==> config.mk <==
export PLATFORM = sky130hd
export DESIGN_NAME = polyline_equal_step_resampler
export DESIGN_NICKNAME = d
export VERILOG_FILES = /design/src/hdl/pesr_pkg.sv /design/src/hdl/polyline_equal_step_resampler.sv
export VERILOG_INCLUDE_DIRS = /design/src /design/src/hdl
export SDC_FILE = /design/constraint.sdc
export NUM_CORES = 2
export LEC_CHECK = 0
export ABC_AREA = 1
export BUFFER_PORTS_ARGS = -buffer_cell sky130_fd_sc_hd__buf_2
export CORE_MARGIN = 2
export CORE_UTILIZATION = 40
export DETAILED_ROUTE_END_ITERATION = 7
export PLACE_DENSITY = 0.53
export SLEW_MARGIN = 20
export SYNTH_ARGS = -nofsm -noshare
export SYNTH_HDL_FRONTEND = slang
export SYNTH_SLANG_ARGS = --single-unit
==> constraint.sdc <==
create_clock -name aclk -period 9.5 [get_ports aclk]
set_input_delay 0.95 -clock aclk [delete_from_list [all_inputs] [get_ports aclk]]
set_output_delay 0.95 -clock aclk [all_outputs]
set_load 0.02 [all_outputs]
==> src/hdl/polyline_equal_step_resampler_assert.svh <==
// Assertion macros shared by the resampler RTL.
`ifndef POLYLINE_EQUAL_STEP_RESAMPLER_ASSERT_SVH
`define POLYLINE_EQUAL_STEP_RESAMPLER_ASSERT_SVH

// Same-cycle implication, disabled during reset.
`define PESR_ASSERT_NOW(lbl, clk, rst_n, ante, cons, msg) \
    lbl: assert property (@(posedge clk) disable iff (!(rst_n)) (ante) |-> (cons)) \
        else $error(msg);

// Next-cycle implication, disabled during reset.
`define PESR_ASSERT_NEXT(lbl, clk, rst_n, ante, cons, msg) \
    lbl: assert property (@(posedge clk) disable iff (!(rst_n)) (ante) |=> (cons)) \
        else $error(msg);

`endif

==> src/hdl/pesr_pkg.sv <==
// Package: types and fixed widths of the polyline resampler.
package pesr_pkg;

    localparam int COORD_W = 24;
    localparam int STEP_W  = 8;

    // Sequencer states, one-hot
    typedef enum logic [11:0] {
        ST_IDLE  = 12'b0000_0000_0001,
        ST_SUB   = 12'b0000_0000_0010,
        ST_MULX  = 12'b0000_0000_0100,
        ST_MULY  = 12'b0000_0000_1000,
        ST_SUM   = 12'b0000_0001_0000,
        ST_SQRT  = 12'b0000_0010_0000,
        ST_CMP   = 12'b0000_0100_0000,
        ST_MRM   = 12'b0000_1000_0000,
        ST_DIVI  = 12'b0001_0000_0000,
        ST_DIV   = 12'b0010_0000_0000,
        ST_UPD   = 12'b0100_0000_0000,
        ST_FLUSH = 12'b1000_0000_0000
    } state_t;

endpackage

==> src/hdl/polyline_equal_step_resampler.sv <==
// Top level: fixed arc-length resampler for closed polyline outlines.
// Accepts one vertex at a time; a start vertex emits nothing. Any
// other vertex runs through one shared 24x24 multiplier, a one-bit-per-cycle square root
// and a one-bit-per-cycle divider, run once per axis; the divider takes the largest share
// of the time spent on each emitted point. The block is not ready while a vertex is in work;
// points leave through an output register, so a stalled sink only holds the sequencer
// when a new point must be handed over.
`include "polyline_equal_step_resampler_assert.svh"

module polyline_equal_step_resampler #(
    parameter int MAX_POINTS_PER_VERTEX = 64,
    parameter int FRACTION_BITS         = 8
) (
    input  logic        aclk,
    input  logic        aresetn,
    // step_size register
    input  logic        cfg_wr_en,
    input  logic [7:0]  cfg_wr_data,
    // vertex input
    input  logic        s_tvalid,
    output logic        s_tready,
    input  logic [47:0] s_tdata,   // [23:0] vertex_x, [47:24] vertex_y
    input  logic        s_tuser,   // outline_start
    // point output
    output logic        m_tvalid,
    input  logic        m_tready,
    output logic [47:0] m_tdata,   // [23:0] point_x, [47:24] point_y
    output logic        m_tlast,   // last_of_run
    output logic        m_tuser    // truncated
);

    localparam int CW   = pesr_pkg::COORD_W;
    localparam int RW   = pesr_pkg::STEP_W + FRACTION_BITS;   // remaining distance
    localparam int DW   = CW + 1;                              // distance (sqrt result)
    localparam int SQW  = 2 * CW + 2;                          // squared distance
    localparam int NW   = CW + RW + 1;                         // dividend
    localparam int NCW  = $clog2(NW + 1);
    localparam int PCW  = $clog2(MAX_POINTS_PER_VERTEX + 1);
    localparam logic [RW-1:0] RESET_STEP = RW'(4) << FRACTION_BITS;

    pesr_pkg::state_t state_reg, state_next;

    logic [7:0]          step_reg;
    logic signed [CW-1:0] walk_x_reg, walk_x_next, walk_y_reg, walk_y_next;
    logic [RW-1:0]       rem_reg, rem_next;
    logic [CW-1:0]       vx_reg, vy_reg;
    logic [CW-1:0]       mx_reg, my_reg;
    logic                sx_reg, sy_reg;
    logic [2*CW-1:0]     prod_reg;
    logic [2*CW:0]       acc_reg;
    logic [SQW-1:0]      sq_reg, sq_next, res_reg, res_next, bit_reg, bit_next;
    logic [NW-1:0]       num_reg, num_next;
    logic [DW-1:0]       drem_reg, drem_next;
    logic [NCW-1:0]      dcnt_reg;
    logic                axis_reg;
    logic [CW-1:0]       qx_reg;
    logic [PCW-1:0]      n_reg;
    logic                pend_reg, trunc_reg;
    logic [CW-1:0]       pend_x_reg, pend_y_reg;
    logic                out_valid_reg;
    logic [CW-1:0]       out_x_reg, out_y_reg;
    logic                out_last_reg, out_trunc_reg;

    // Shared datapath signals
    logic [CW:0]      dx, dy;
    logic [CW-1:0]    mul_a, mul_b;
    logic [DW-1:0]    seg_len;
    logic [RW-1:0]    full_step;
    logic             out_free, in_acc, out_load;
    logic [SQW-1:0]   sq_try;
    logic [DW:0]      div_try;
    logic [CW-1:0]    qy;

    assign full_step = RW'(step_reg) << FRACTION_BITS;
    assign out_free  = !out_valid_reg || m_tready;
    assign in_acc    = s_tvalid && s_tready;
    assign s_tready  = (state_reg == pesr_pkg::ST_IDLE);
    assign seg_len   = res_reg[DW-1:0];
    assign dx = {vx_reg[CW-1], vx_reg} - {walk_x_reg[CW-1], walk_x_reg};
    assign dy = {vy_reg[CW-1], vy_reg} - {walk_y_reg[CW-1], walk_y_reg};
    assign sq_try  = res_reg + bit_reg;
    assign div_try = {drem_reg, num_reg[NW-1]};
    assign qy      = num_reg[CW-1:0];

    // Pending point moves to the output register: another point follows, or the vertex closes
    assign out_load = pend_reg && out_free
        && ((state_reg == pesr_pkg::ST_CMP && seg_len > DW'(rem_reg)
             && n_reg < PCW'(MAX_POINTS_PER_VERTEX))
            || state_reg == pesr_pkg::ST_FLUSH);

    // Shared multiplier operand select
    always_comb begin
        mul_a = mx_reg;
        mul_b = mx_reg;
        case (state_reg)
            pesr_pkg::ST_MULY: begin
                mul_a = my_reg;
                mul_b = my_reg;
            end
            pesr_pkg::ST_MRM: begin
                mul_a = axis_reg ? my_reg : mx_reg;
                mul_b = CW'(rem_reg);
            end
            default: begin
                mul_a = mx_reg;
                mul_b = mx_reg;
            end
        endcase
    end

    // Sequencer and datapath next values
    always_comb begin
        state_next  = state_reg;
        walk_x_next = walk_x_reg;
        walk_y_next = walk_y_reg;
        rem_next    = rem_reg;
        sq_next     = sq_reg;
        res_next    = res_reg;
        bit_next    = bit_reg;
        num_next    = num_reg;
        drem_next   = drem_reg;
        case (state_reg)
            pesr_pkg::ST_IDLE: begin
                if (in_acc && s_tuser) begin
                    walk_x_next = s_tdata[23:0];
                    walk_y_next = s_tdata[47:24];
                    rem_next    = full_step;
                end else if (in_acc) begin
                    state_next = pesr_pkg::ST_SUB;
                end
            end
            pesr_pkg::ST_SUB:  state_next = pesr_pkg::ST_MULX;
            pesr_pkg::ST_MULX: state_next = pesr_pkg::ST_MULY;
            pesr_pkg::ST_MULY: state_next = pesr_pkg::ST_SUM;
            pesr_pkg::ST_SUM: begin
                sq_next    = SQW'(acc_reg) + SQW'(prod_reg);
                res_next   = '0;
                bit_next   = SQW'(1) << (2 * CW);
                state_next = pesr_pkg::ST_SQRT;
            end
            // One result bit per cycle
            pesr_pkg::ST_SQRT: begin
                if (sq_reg >= sq_try) begin
                    sq_next  = sq_reg - sq_try;
                    res_next = (res_reg >> 1) + bit_reg;
                end else begin
                    res_next = res_reg >> 1;
                end
                bit_next = bit_reg >> 2;
                if (bit_reg == '0) begin
                    res_next   = res_reg;
                    state_next = pesr_pkg::ST_CMP;
                end
            end
            pesr_pkg::ST_CMP: begin
                if (seg_len > DW'(rem_reg)) begin
                    if (n_reg >= PCW'(MAX_POINTS_PER_VERTEX)) begin
                        walk_x_next = vx_reg;
                        walk_y_next = vy_reg;
                        rem_next    = full_step;
                        state_next  = pesr_pkg::ST_FLUSH;
                    end else if (!pend_reg || out_free) begin
                        state_next = pesr_pkg::ST_MRM;
                    end
                end else begin
                    walk_x_next = vx_reg;
                    walk_y_next = vy_reg;
                    rem_next    = rem_reg - seg_len[RW-1:0];
                    state_next  = pesr_pkg::ST_FLUSH;
                end
            end
            pesr_pkg::ST_MRM: state_next = pesr_pkg::ST_DIVI;
            // Dividend with half the divisor for round half up
            pesr_pkg::ST_DIVI: begin
                num_next   = NW'(prod_reg) + NW'(seg_len >> 1);
                drem_next  = '0;
                state_next = pesr_pkg::ST_DIV;
            end
            // Restoring division, one quotient bit per cycle
            pesr_pkg::ST_DIV: begin
                if (div_try >= {1'b0, seg_len}) begin
                    drem_next = DW'(div_try - {1'b0, seg_len});
                    num_next  = {num_reg[NW-2:0], 1'b1};
                end else begin
                    drem_next = div_try[DW-1:0];
                    num_next  = {num_reg[NW-2:0], 1'b0};
                end
                if (dcnt_reg == NCW'(NW - 1)) begin
                    state_next = axis_reg ? pesr_pkg::ST_UPD : pesr_pkg::ST_MRM;
                end
            end
            pesr_pkg::ST_UPD: begin
                walk_x_next = sx_reg ? walk_x_reg - qx_reg : walk_x_reg + qx_reg;
                walk_y_next = sy_reg ? walk_y_reg - qy : walk_y_reg + qy;
                rem_next    = full_step;
                state_next  = pesr_pkg::ST_SUB;
            end
            pesr_pkg::ST_FLUSH: begin
                if (!pend_reg || out_free) begin
                    state_next = pesr_pkg::ST_IDLE;
                end
            end
            default: state_next = pesr_pkg::ST_IDLE;
        endcase
    end

    // Control registers
    always_ff @(posedge aclk) begin
        if (!aresetn) begin
            state_reg     <= pesr_pkg::ST_IDLE;
            step_reg      <= 8'd4;
            walk_x_reg    <= '0;
            walk_y_reg    <= '0;
            rem_reg       <= RESET_STEP;
            out_valid_reg <= 1'b0;
            pend_reg      <= 1'b0;
            trunc_reg     <= 1'b0;
            n_reg         <= '0;
            axis_reg      <= 1'b0;
            dcnt_reg      <= '0;
        end else begin
            state_reg  <= state_next;
            walk_x_reg <= walk_x_next;
            walk_y_reg <= walk_y_next;
            rem_reg    <= rem_next;
            if (cfg_wr_en) begin
                step_reg <= cfg_wr_data;
            end
            if (out_load) begin
                out_valid_reg <= 1'b1;
            end else if (m_tready) begin
                out_valid_reg <= 1'b0;
            end
            case (state_reg)
                pesr_pkg::ST_IDLE: begin
                    n_reg     <= '0;
                    pend_reg  <= 1'b0;
                    trunc_reg <= 1'b0;
                end
                pesr_pkg::ST_CMP: begin
                    if (seg_len > DW'(rem_reg) && n_reg >= PCW'(MAX_POINTS_PER_VERTEX)) begin
                        trunc_reg <= 1'b1;
                    end else if (out_load) begin
                        // Another point follows: hand over the pending one
                        pend_reg <= 1'b0;
                    end
                    axis_reg <= 1'b0;
                end
                pesr_pkg::ST_DIVI: dcnt_reg <= '0;
                pesr_pkg::ST_DIV: begin
                    dcnt_reg <= dcnt_reg + 1'b1;
                    if (dcnt_reg == NCW'(NW - 1)) begin
                        axis_reg <= 1'b1;
                    end
                end
                pesr_pkg::ST_UPD: begin
                    pend_reg <= 1'b1;
                    n_reg    <= n_reg + 1'b1;
                end
                pesr_pkg::ST_FLUSH: begin
                    if (out_load) begin
                        pend_reg <= 1'b0;
                    end
                end
                default: ;
            endcase
        end
    end

    // Datapath registers
    always_ff @(posedge aclk) begin
        sq_reg   <= sq_next;
        res_reg  <= res_next;
        bit_reg  <= bit_next;
        num_reg  <= num_next;
        drem_reg <= drem_next;
        prod_reg <= (2*CW)'(mul_a) * (2*CW)'(mul_b);
        if (in_acc) begin
            vx_reg <= s_tdata[23:0];
            vy_reg <= s_tdata[47:24];
        end
        if (state_reg == pesr_pkg::ST_SUB) begin
            sx_reg <= dx[CW];
            sy_reg <= dy[CW];
            mx_reg <= dx[CW] ? CW'(-dx) : dx[CW-1:0];
            my_reg <= dy[CW] ? CW'(-dy) : dy[CW-1:0];
        end
        if (state_reg == pesr_pkg::ST_MULY) begin
            acc_reg <= (2*CW+1)'(prod_reg);
        end
        if (state_reg == pesr_pkg::ST_DIV && dcnt_reg == NCW'(NW - 1) && !axis_reg) begin
            qx_reg <= num_next[CW-1:0];
        end
        if (state_reg == pesr_pkg::ST_UPD) begin
            pend_x_reg <= walk_x_next;
            pend_y_reg <= walk_y_next;
        end
        // Output register load
        if (out_load) begin
            out_x_reg     <= pend_x_reg;
            out_y_reg     <= pend_y_reg;
            out_last_reg  <= (state_reg == pesr_pkg::ST_FLUSH);
            out_trunc_reg <= (state_reg == pesr_pkg::ST_FLUSH) && trunc_reg;
        end
    end

    assign m_tvalid = out_valid_reg;
    assign m_tdata  = {out_y_reg, out_x_reg};
    assign m_tlast  = out_last_reg;
    assign m_tuser  = out_trunc_reg;

    // Checks
    `PESR_ASSERT_NOW(a_count_bound, aclk, aresetn, 1'b1,
        n_reg <= PCW'(MAX_POINTS_PER_VERTEX), "point count past limit")
    `PESR_ASSERT_NEXT(a_walk_start, aclk, aresetn, in_acc && !s_tuser,
        state_reg == pesr_pkg::ST_SUB, "non-start vertex did not start walk")
    `PESR_ASSERT_NEXT(a_pend_hold, aclk, aresetn,
        state_reg == pesr_pkg::ST_CMP && pend_reg && !out_free,
        $stable(pend_x_reg) && pend_reg, "pending point lost under stall")
    `PESR_ASSERT_NOW(a_trunc_last, aclk, aresetn, out_valid_reg && out_trunc_reg,
        out_last_reg, "truncated point not last of run")

endmodule

==> impl_results.md <==
- CTS tree: built
- Worst flop-to-flop path endpoint: prod_reg[44]$_DFF_P_
- Post-Synth Adder-Cell Area: 24.3%
- Fillers: 17,136
- Critical path arrival: 9.50 ns
- Footprint of the multi-input gates: 42,900 um^2
- Clock sink count: 608
- Fin nets: 10,315
- Hold endpoint: out_x_reg[19]$_DFFE_PP_
- Worst slew pin tran: 1.22 ns
- Top cell type's share of synthesized area: 19.6%
- Syn Nets: 10,216
- Placed Area: 69,800 um^2
- CP peak stage delay: 0.61 ns
- HP Start: pend_x_reg[19]$_DFFE_PP_
- Chip width: 412 um
- Leading area contributor after synthesis: edfxtp_1
- Port bufs: 113
- Vias in the first global route: 62,001
- F_max: 112 MHz
- Status: finished clean
- Critical path class: reg2reg
- Die Height: 412 um
- Die ar.: 169,000 um^2
- Fin area: 72,400 um^2
- Antenna violations before repair: 13
- Worst slew margin: 17.9%
- Post-synthesis compound-gate area fraction: 11.9%
- Total gr overflow: 0
- Setup Skew: 0.0682 ns
- YS warnings: 0
- Post-CTS sizing: 0
- Final worst path period need: 8.93 ns
- Rows: 149
- Tot GR Track Use: 31.0%
- Synth async-reset ratio: 0%
- CP Capture Type: flop
- Total Routed Length: 265,000 um
- Syn_area_per_cell: 7.26 um^2
- Initial DRT Pass Iterations: 5
- Worst endpoint required time: 10.07 ns
- Largest net degree at the start of global routing: 63
- Final Setup Violations: 0
- CTS max path bufs: 3
- Flop-to-flop setup slack: 0.57 ns
- Fin Setup TNS: 0 ns
- Via count: 62,028
- Reg2Reg Depth: 34
- Post-synthesis simple-gate area fraction: 24.6%
- H-Tree Depth: 3
- Worst hold stages: 0
- Distinct cells, synth: 64
- Clk_lat worst skew: 0.71 ns
- Inserted Clock Buffers: 78
- Crit path top cell by count: nand2_1
- Share of cells above drive strength 1: 4.84%
- Final clock period utilization by the worst path: 94.0%
- Synth area leaders: edfxtp_1 (20%), fa_1 (15%), nand2_1 (12%)
- R2R Path Start: state_reg[10]$_SDFFE_PN0P_
- Clock slew seen by the registers of the worst setup and hold paths: 0.07 ns
- Top FF cell, synth: edfxtp_1
- CORE AREA: 165,000 um^2
- XOR/XNOR Fraction of Synth Area: 3.43%
- DR WL/cell: 23.0 um
- Worst hold slack: 0.407 ns
- Number of synthesized register bits: 608
- Reg area: 16,500 um^2
- Post-route antenna net violation count: 0
- First-pass GRT wire length: 392,000 um
- CP Launch Type: flop
- Max-Cap Viols: 0
- Area Overhead vs Synth: 8.96%
- Root buffer cell: clkbuf_16
- RSZ-0062 raised after global routing: false
- Iter 0 DRT Violations: 5,272
- Via density per instance: 5.39
- DRC violations left: 0
- Postcts setup bufs: 0
- Worst path slowest cell: fa_1
- Post-Syn Instances: 9,157
- Post-synthesis mux area share: 0.228%
- Io pins: 114
- Largest family of logic cells by synthesized area: simple AND/OR/NAND/NOR gates
- Post-cts hold buffer count: 0
- Seq/Total Area, Yosys: 24.9%
- Cell area after synthesis: 66,500 um^2
- Post-synth EDFFs: 435
- Min-Delay Path Class: reg2reg
- Post-DP HPWL: 219,000 um
- Crit Path Max Fanout: 24
- Final hold viol count: 0
- Pins over their slew limit: 0
- Initial core utilization: 40.3%
- RD Place Congestion: 1.01
[cells in the mapped netlist (10+ instances only)]
library cell / instances
nand3_1: 424
or2_2: 45
nand3b_1: 23
a22oi_1: 32
o21bai_1: 54
ha_1: 506
inv_2: 22
a21oi_1: 570
a21o_1: 49
nand2_1: 2149
nor3_1: 88
nand4_1: 128
nor2_1: 1101
dfxtp_1: 173
nor4_1: 26
fa_1: 491
buf_2: 70
a211oi_1: 14
o21a_1: 23
o21ai_0: 529
a21boi_0: 15
clkbuf_1: 109
edfxtp_1: 435
a31oi_1: 52
mux2i_1: 14
clkinv_1: 12
xor2_1: 168
inv_1: 1626
o211ai_1: 10
xnor2_1: 92
[routing by layer]
metal  wire length [um]  track usage, %  vias to the layer above
li1                   -               -                    29517
met1             113000            40.0                    30090
met2             125000            52.5                     1949
met3              16300            4.64                      462
met4              11000            11.4                       10
met5                 66               0                        -
[cell families after synthesis]
logic type      Yosys count
mux                      15
flops                   608
xor+xnor                260
buf+inv                1857
simple gates           4005
compound gates         1415
fa+ha+maj               997
[worst max path at each step]
| stage | from | depth (start not counted) | endpoint | slack, ns |
|---|---|---|---|---|
| final | state_reg[10]$_SDFFE_PN0P_ | 34 | prod_reg[44]$_DFF_P_ | 0.57 |
| after global placement | state_reg[6]$_SDFFE_PN0P_ | 34 | prod_reg[34]$_DFF_P_ | 0.62 |
| after CTS | state_reg[6]$_SDFFE_PN0P_ | 34 | prod_reg[34]$_DFF_P_ | 0.65 |
| after detailed placement | state_reg[6]$_SDFFE_PN0P_ | 34 | prod_reg[34]$_DFF_P_ | 0.72 |
| after global routing | state_reg[9]$_SDFFE_PN0P_ | 35 | prod_reg[44]$_DFF_P_ | 0.11 |
| after floorplan | state_reg[10]$_SDFFE_PN0P_ | 37 | prod_reg[39]$_DFF_P_ | 1.78 |
[worst max-delay path, delay by kind of cell (launching register included)]
kind	cells	cell delay (ns)
fa+ha+maj	8	3.96
simple gates	12	1.95
buf+inv	10	1.57
compound gates	3	0.75
flops	1	0.34
xor+xnor	1	0.18
[layout make-up]
type	instances	share of cell area, %
Antenna cell	3	0.0104
Clock buffer	107	3.10
Clock inverter	38	0.561
Inverter	1660	8.60
Multi-Input combinational cell	6692	59.3
Sequential cell	608	22.8
Tap cell	2189	3.78
Timing Repair Buffer	216	1.85
[cell usage in the layout (no fill, tap or decap), types with 8 or more instances in the layout]
| cell | n |
|---|---|
| buf_2 | 113 |
| o21ai_1 | 9 |
| fa_1 | 491 |
| clkinv_2 | 9 |
| a21o_1 | 49 |
| nor4_1 | 24 |
| inv_1 | 1625 |
| a211oi_1 | 14 |
| clkinv_1 | 13 |
| nand2_1 | 2145 |
| clkbuf_16 | 84 |
| edfxtp_1 | 435 |
| nand3_1 | 423 |
| mux2i_1 | 14 |
| buf_4 | 103 |
| a21oi_1 | 569 |
| o221ai_1 | 9 |
| or2_2 | 45 |
| a31oi_1 | 52 |
| nor3_1 | 88 |
| a22oi_1 | 32 |
| o21ai_0 | 529 |
| o21a_1 | 23 |
| xnor2_1 | 92 |
| nor2_1 | 1095 |
| ha_1 | 506 |
| clkbuf_1 | 17 |
| dfxtp_1 | 173 |
| o211ai_1 | 10 |
| nand3b_1 | 23 |
| inv_6 | 12 |
| nand4_1 | 128 |
| inv_2 | 26 |
| xor2_1 | 168 |
| a21boi_0 | 15 |
| and3_1 | 8 |
| o21bai_1 | 54 |
[per-stage QoR]
| stage | util, % | instances | setup slack (ns) |
|---|---|---|---|
| finish | 43.9 | 11513 | 0.574 |
| global route | 43.9 | 11510 | 0.113 |
| global placement | 42.3 | 11365 | 0.618 |
| CTS | 43.9 | 11510 | 0.649 |
| floorplan | - | 9157 | 1.78 |
| detailed placement | 42.3 | 11365 | 0.725 |
Power is not shown: default switching activity piles up to over one toggle a cycle in this logic, so the estimate is an artifact.
